<file path="config.mk">
export PLATFORM = sky130hd
export DESIGN_NAME = riff_chunk_header_walker
export DESIGN_NICKNAME = d
export VERILOG_FILES = /design/src/hw/rtl/rcw_pkg.sv /design/src/hw/rtl/riff_chunk_header_walker.sv /design/src/hw/rtl/rcw_walker.sv /design/src/hw/rtl/rcw_out_buf.sv
export SDC_FILE = /design/constraint.sdc
export NUM_CORES = 1
export LEC_CHECK = 0
export ABC_AREA = 1
export ABC_CLOCK_PERIOD_IN_PS = 10190
export BUFFER_PORTS_ARGS = -buffer_cell sky130_fd_sc_hd__buf_2
export CAP_MARGIN = 15
export CORE_MARGIN = 2
export CORE_UTILIZATION = 50
export CTS_CLUSTER_SIZE = 14
export DETAILED_ROUTE_END_ITERATION = 6
export GPL_TIMING_DRIVEN = 1
export PLACE_DENSITY = 0.67
export RECOVER_POWER = 100
export SYNTH_ARGS = -nofsm -noshare
export SYNTH_HDL_FRONTEND = slang
export SYNTH_SLANG_ARGS = --single-unit
</file>
<file path="constraint.sdc">
create_clock -name clk -period 10.19 [get_ports clk]
set_clock_uncertainty 0.2 [all_clocks]
set_input_delay 0 -clock clk [delete_from_list [all_inputs] [get_ports clk]]
set_output_delay 0 -clock clk [all_outputs]
set_load 0.02 [all_outputs]
</file>
<file path="src/hw/rtl/rcw_pkg.sv">
// Types and constants of the RIFF chunk header walker.
// Depends on nothing.
`default_nettype none
package rcw_pkg;

    localparam logic [1:0] EV_HEADER   = 2'd0;
    localparam logic [1:0] EV_CHUNK    = 2'd1;
    localparam logic [1:0] EV_NOT_RIFF = 2'd2;
    localparam logic [1:0] EV_TRUNC    = 2'd3;

    localparam logic [31:0] RIFF_WORD  = {8'h46, 8'h46, 8'h49, 8'h52};
    localparam logic [31:0] TYPE_BYTES = 32'd4;
    localparam logic [32:0] HDR_BYTES  = 33'd8;

    typedef struct packed {
        logic [1:0]  event_res;
        logic [31:0] tag;
        logic [31:0] length;
        logic [31:0] bytes_left;
        logic        walk_done;
    } rcw_result_t;

endpackage
`default_nettype wire

</file>
<file path="src/hw/rtl/riff_chunk_header_walker.sv">
// RIFF chunk header walker: one byte word accepted per cycle while in_stall is low.
// Each result is registered in the output buffer on its way to the outputs.
// The input stalls only while the result and skid registers are both full,
// as set by the two-entry output buffer.
// Reset (rst_n low, asynchronous) returns the walk to the magic check and empties the buffer.
// Top level; depends on rcw_pkg, rcw_walker and rcw_out_buf.
`default_nettype none
module riff_chunk_header_walker
    import rcw_pkg::*;
(
    input  wire logic        clk,
    input  wire logic        rst_n,
    input  wire logic        in_valid,
    output logic             in_stall,
    input  wire logic [7:0]  data_byte,
    input  wire logic        end_of_file,
    output logic             out_valid,
    input  wire logic        out_stall,
    output logic [1:0]       event_res,
    output logic [31:0]      tag,
    output logic [31:0]      length,
    output logic [31:0]      bytes_left,
    output logic             walk_done
);

    logic        accept;
    logic        res_valid;
    logic        buf_full;
    rcw_result_t res;
    rcw_result_t out_data;

    assign in_stall = buf_full;
    assign accept   = in_valid && !buf_full;

    rcw_walker u_walker (
        .clk         (clk),
        .rst_n       (rst_n),
        .accept      (accept),
        .data_byte   (data_byte),
        .end_of_file (end_of_file),
        .res_valid   (res_valid),
        .res         (res)
    );

    rcw_out_buf u_out_buf (
        .clk       (clk),
        .rst_n     (rst_n),
        .push      (res_valid),
        .push_data (res),
        .full      (buf_full),
        .out_valid (out_valid),
        .out_stall (out_stall),
        .out_data  (out_data)
    );

    assign event_res  = out_data.event_res;
    assign tag        = out_data.tag;
    assign length     = out_data.length;
    assign bytes_left = out_data.bytes_left;
    assign walk_done  = out_data.walk_done;

endmodule
`default_nettype wire

</file>
<file path="src/hw/rtl/rcw_walker.sv">
// Walk state and per-word result logic of the RIFF chunk header walker.
// Depends on rcw_pkg.
`default_nettype none
module rcw_walker
    import rcw_pkg::*;
(
    input  wire logic        clk,
    input  wire logic        rst_n,
    input  wire logic        accept,
    input  wire logic [7:0]  data_byte,
    input  wire logic        end_of_file,
    output logic             res_valid,
    output rcw_result_t      res
);

    localparam logic [2:0] PH_MAGIC  = 3'd0;
    localparam logic [2:0] PH_SIZE   = 3'd1;
    localparam logic [2:0] PH_TYPE   = 3'd2;
    localparam logic [2:0] PH_CHID   = 3'd3;
    localparam logic [2:0] PH_CHSIZE = 3'd4;
    localparam logic [2:0] PH_SKIP   = 3'd5;
    localparam logic [2:0] PH_DONE   = 3'd6;

    logic [2:0]  phase_reg,  phase_next;
    logic [1:0]  index_reg,  index_next;
    logic [31:0] gather_reg, gather_next;
    logic [31:0] held_reg,   held_next;
    logic [31:0] remain_reg, remain_next;
    logic [31:0] skip_reg,   skip_next;

    logic        full;
    logic [31:0] w;
    logic [32:0] deduct;
    logic [31:0] chunk_left;
    logic [31:0] type_left;
    logic        go;
    logic        hit;

    always_comb
    begin
        phase_next  = phase_reg;
        index_next  = index_reg;
        gather_next = gather_reg;
        held_next   = held_reg;
        remain_next = remain_reg;
        skip_next   = skip_reg;
        full        = 1'b0;
        hit         = 1'b0;
        res         = '0;
        w           = {data_byte, gather_reg[31:8]};
        deduct      = HDR_BYTES + {1'b0, w};
        chunk_left  = ({1'b0, remain_reg} > deduct) ? (remain_reg - deduct[31:0]) : '0;
        type_left   = (remain_reg > TYPE_BYTES) ? (remain_reg - TYPE_BYTES) : '0;
        go          = (chunk_left != '0) && (w != '0) && !w[31];

        if (phase_reg != PH_SKIP && phase_reg != PH_DONE)
        begin
            gather_next = w;
            full        = (index_reg == 2'd3);
            index_next  = index_reg + 2'd1;
        end

        case (phase_reg)
            PH_MAGIC:
            begin
                if (full)
                begin
                    if (w == RIFF_WORD)
                    begin
                        phase_next = PH_SIZE;
                    end
                    else
                    begin
                        hit            = 1'b1;
                        res.event_res  = EV_NOT_RIFF;
                        res.tag        = w;
                        res.walk_done  = 1'b1;
                        phase_next     = PH_DONE;
                    end
                end
            end
            PH_SIZE:
            begin
                if (full)
                begin
                    remain_next = w;
                    phase_next  = PH_TYPE;
                end
            end
            PH_TYPE:
            begin
                if (full)
                begin
                    hit            = 1'b1;
                    res.event_res  = EV_HEADER;
                    res.tag        = w;
                    res.length     = remain_reg;
                    res.bytes_left = type_left;
                    remain_next    = type_left;
                    phase_next     = PH_CHID;
                end
            end
            PH_CHID:
            begin
                if (full)
                begin
                    held_next  = w;
                    phase_next = PH_CHSIZE;
                end
            end
            PH_CHSIZE:
            begin
                if (full)
                begin
                    hit            = 1'b1;
                    res.event_res  = EV_CHUNK;
                    res.tag        = held_reg;
                    res.length     = w;
                    res.bytes_left = chunk_left;
                    res.walk_done  = !go;
                    remain_next    = chunk_left;
                    if (go)
                    begin
                        skip_next  = w;
                        phase_next = PH_SKIP;
                    end
                    else
                    begin
                        phase_next = PH_DONE;
                    end
                end
            end
            PH_SKIP:
            begin
                skip_next = skip_reg - 32'd1;
                if (skip_next == '0)
                begin
                    index_next = '0;
                    phase_next = PH_CHID;
                end
            end
            default:
            begin
            end
        endcase

        if (end_of_file)
        begin
            if (phase_next != PH_DONE)
            begin
                hit            = 1'b1;
                res            = '0;
                res.event_res  = EV_TRUNC;
                res.bytes_left = remain_next;
                res.walk_done  = 1'b1;
            end
            phase_next  = PH_MAGIC;
            index_next  = '0;
            gather_next = '0;
            held_next   = '0;
            remain_next = '0;
            skip_next   = '0;
        end
    end

    assign res_valid = accept && hit;

    always_ff @(posedge clk or negedge rst_n)
    begin
        if (!rst_n)
        begin
            phase_reg  <= PH_MAGIC;
            index_reg  <= '0;
            gather_reg <= '0;
            held_reg   <= '0;
            remain_reg <= '0;
            skip_reg   <= '0;
        end
        else if (accept)
        begin
            phase_reg  <= phase_next;
            index_reg  <= index_next;
            gather_reg <= gather_next;
            held_reg   <= held_next;
            remain_reg <= remain_next;
            skip_reg   <= skip_next;
        end
    end

endmodule
`default_nettype wire

</file>
<file path="src/hw/rtl/rcw_out_buf.sv">
// Result register with one skid entry for the RIFF chunk header walker.
// Depends on rcw_pkg.
`default_nettype none
module rcw_out_buf
    import rcw_pkg::*;
(
    input  wire logic         clk,
    input  wire logic         rst_n,
    input  wire logic         push,
    input  wire rcw_result_t  push_data,
    output logic              full,
    output logic              out_valid,
    input  wire logic         out_stall,
    output rcw_result_t       out_data
);

    logic        out_valid_reg;
    logic        skid_valid_reg;
    rcw_result_t out_reg;
    rcw_result_t skid_reg;
    logic        pop;

    assign pop       = out_valid_reg && !out_stall;
    assign full      = skid_valid_reg;
    assign out_valid = out_valid_reg;
    assign out_data  = out_reg;

    always_ff @(posedge clk or negedge rst_n)
    begin
        if (!rst_n)
        begin
            out_valid_reg  <= 1'b0;
            skid_valid_reg <= 1'b0;
        end
        else if (skid_valid_reg)
        begin
            if (pop)
            begin
                skid_valid_reg <= 1'b0;
            end
        end
        else if (push)
        begin
            if (!out_valid_reg || pop)
            begin
                out_valid_reg <= 1'b1;
            end
            else
            begin
                skid_valid_reg <= 1'b1;
            end
        end
        else if (pop)
        begin
            out_valid_reg <= 1'b0;
        end
    end

    always_ff @(posedge clk)
    begin
        if (skid_valid_reg)
        begin
            if (pop)
            begin
                out_reg <= skid_reg;
            end
        end
        else if (push)
        begin
            if (!out_valid_reg || pop)
            begin
                out_reg <= push_data;
            end
            else
            begin
                skid_reg <= push_data;
            end
        end
    end

endmodule
`default_nettype wire

</file>
==> qor.txt <==
drt drc: 1
port bufs: 113
num rows: 75
largest net degree at the start of global routing: 85
die area: 0.0445 mm^2
post-synthesis mux area share: 0.00421
synthesis-to-finish area growth: 9.05%
CTS Buf Count: 37
share of the synthesized area in compound gates (AO/OA/AOI/OAI): 0.133
IO Pins: 114
first-pass GRT wire length: 123000 um
Slew Limit Fails: 429
critical path endpoint category: register
WHS: 0.0568 ns
GRT Util Overall: 0.371
R2R depth: 7
final worst-path cycle share: 0.848
Worst VDD drop: 0.000237 V
Root Driver: clkbuf_16
clock sink total: 325
Post-Syn Area: 0.0214 mm^2
Hold Crit Depth: 4
Post-CTS Setup Bufs: 0
vias per cell: 6.06
Setup TNS Final: 0 ns
Layout Nets: 2993
Post-Synth Simple-Gate Area: 0.295
worst-path cell chain: clkinv_1, clkbuf_1, nand2_1, inv_2, o211ai_1, nor2_4, buf_4
Yosys reg bits: 325
vias in the first global route: 19700
initial antenna violation count: 2
drt total wl: 83000 um
Post-Synthesis Net Count: 2949
Pwr per Cell Area: 356 mW/mm^2
Initial Util: 0.508
total congestion overflow: 0
CTS Hold Bufs: 13
Post-synth EDFFs: 198
drt initial violations: 3054
Cells after Synth: 2897
CORE AREA: 0.0421 mm^2
Synth Warn #: 0
gpl congestion: 1.04
layout cells sized above 1: 0.0415
Critical Path Max Stage Delay: 2.41 ns
CP max FO: 70
XOR/XNOR Fraction of Synth Area: 0.0294
Critical Path AT: 8.63 ns
Critical Path Source Type: register
final setup fails: 0
worst min-delay path class: in2reg
Static Leak: 10.4 nW
RSZ-0062 raised after global routing: no
post_cts resized: 0
main combinational cell family by area after synthesis: simple AND/OR/NAND/NOR gates
Final Hold Fails: 0
Max Root-Sink Buffers: 3
dominant synthesized flop cell: edfxtp_1
DRT Pass-1 Iters: 7
flop2flop setup slack: 1.55 ns
Slowest cell on crit path: clkbuf_1
worst reg2reg path endpoint: u_out_buf.skid_reg[18]
max_cap viols: 8
synthesized area per cell: 7.39 um^2
adder-cell share of the synthesized area: 0.0231
CTS tree: done
crit path time final: 8.64 ns
Crit Reg-Reg Startpoint: u_out_buf.full
Req. time, crit path: 10.19 ns
die height: 211 um
die width: 211 um
wire per inst: 23.7 um
clk_lat worst skew: 0.58 ns
H-tree depth: 2
via count: 21200
outcome: finished, violations left
sequential element share of the synthesized area: 0.426
CTS clk-pin slew, worst paths: 0.06 ns
failing checks: DRC, capacitance limit, slew limit
Worst Min Path Start: out_stall
worst slew pin tran: 3.90 ns
fmax: 116 MHz
Worst Hold Path EP: u_out_buf.full
Distinct cells, synth: 54
slew margin rel.: -1.60
DP HPWL: 59800 um
Detail Route Antenna Nets: 0
n_diodes: 0
asr flop ratio synth: 0.391
WS Path Type: reg2reg
-- how the worst max path moves through the flow --
stage,endpoint,slack [ns],startpoint
after floorplan,u_out_buf.out_data[0],0.08,u_walker.phase_reg[1]
after global placement,u_out_buf.out_data[94],2.08,u_walker.gather_reg[12]
after detailed placement,u_out_buf.out_data[74],2.07,u_walker.gather_reg[12]
after CTS,u_out_buf.out_data[74],2.02,u_walker.gather_reg[12]
after global routing,u_out_buf.out_data[14],0.75,u_walker.gather_reg[12]
final,u_out_buf.skid_reg[18],1.55,u_out_buf.full
-- placed cells by master, fill, tap and decap left out, drive strengths merged, types with 23 or more instances in the layout --
cell	n
a21boi	33
a21oi	58
a31oi	23
and2	35
buf	29
clkbuf	158
dfrtp	127
edfxtp	198
ha	38
inv	341
nand2	929
nand3	202
nand4	47
nor2	217
nor3	37
o211ai	38
o21ai	174
o22ai	107
xor2	59
-- layer usage --
metal | part of all wire | up-vias | global-route usage
li1 | - | 9730 | -
met1 | 0.42 | 9986 | 0.528
met2 | 0.40 | 1288 | 0.518
met3 | 0.12 | 224 | 0.0996
met4 | 0.056 | 2 | 0.186
met5 | 0.00016 | - | 0
-- worst max-delay path: cells and delay by family (launching register included) --
| family | cells | cell delay, ns |
|---|---|---|
| simple gates | 2 | 1.75 |
| flops | 1 | 1.16 |
| buf+inv | 4 | 4.46 |
| compound gates | 1 | 0.51 |
-- layout make-up --
type / count / area [um^2]
fillers: 4124 / 18800
clock buffers: 49 / 1000
well taps: 539 / 674
repair buffers: 151 / 727
inverters: 343 / 1290
multi-input cells: 2083 / 10400
clock inverters: 16 / 189
flip-flops and latches: 325 / 9120
-- power by group --
part / internal [mW] / total, mW / switching (mW)
Clock: 0.776 / 1.35 / 0.570
Sequential: 1.77 / 2.17 / 0.401
Combinational: 1.31 / 4.79 / 3.48
-- cells in the mapped netlist (all sizes together) (3+ instances only) --
library cell,n,share of area
nand2,929,0.16
inv,338,0.059
nor2,217,0.039
nand3,202,0.050
edfxtp,198,0.28
o21ai,174,0.041
dfrtp,127,0.15
clkbuf,110,0.019
o22ai,107,0.031
xor2,59,0.024
a21oi,58,0.014
nand4,47,0.014
ha,38,0.022
o211ai,38,0.013
nor3,37,0.0094
buf,36,0.0095
and2,35,0.010
a21boi,33,0.013
a31oi,23,0.0067
nor4,17,0.0050
xnor2,13,0.0053
o221ai,12,0.0049
a22oi,8,0.0028
mux2,8,0.0042
nand3b,7,0.0025
clkinv,5,0.00088
o2111ai,5,0.0020
a21o,3,0.0011
-- cell families after synthesis --
family / count (synthesis)
buf+inv: 489
fa+ha+maj: 39
compound gates: 470
simple gates: 1494
mux: 8
flops: 325
xor+xnor: 72
-- per-stage QoR --
stage	utilization	cell area, um^2	std cells	power (mW)	setup slack, ns
2_1_floorplan	-	21400	2897	5.33	0.0789
3_3_place_gp	0.529	22300	3427	6.82	2.08
3_5_place_dp	0.529	22300	3427	6.84	2.07
4_1_cts	0.560	23600	3505	8.20	2.02
5_1_grt	0.554	23400	3506	8.84	0.748
6_report	0.554	23400	3506	8.31	1.55
Power figures use the tool's default switching activity.
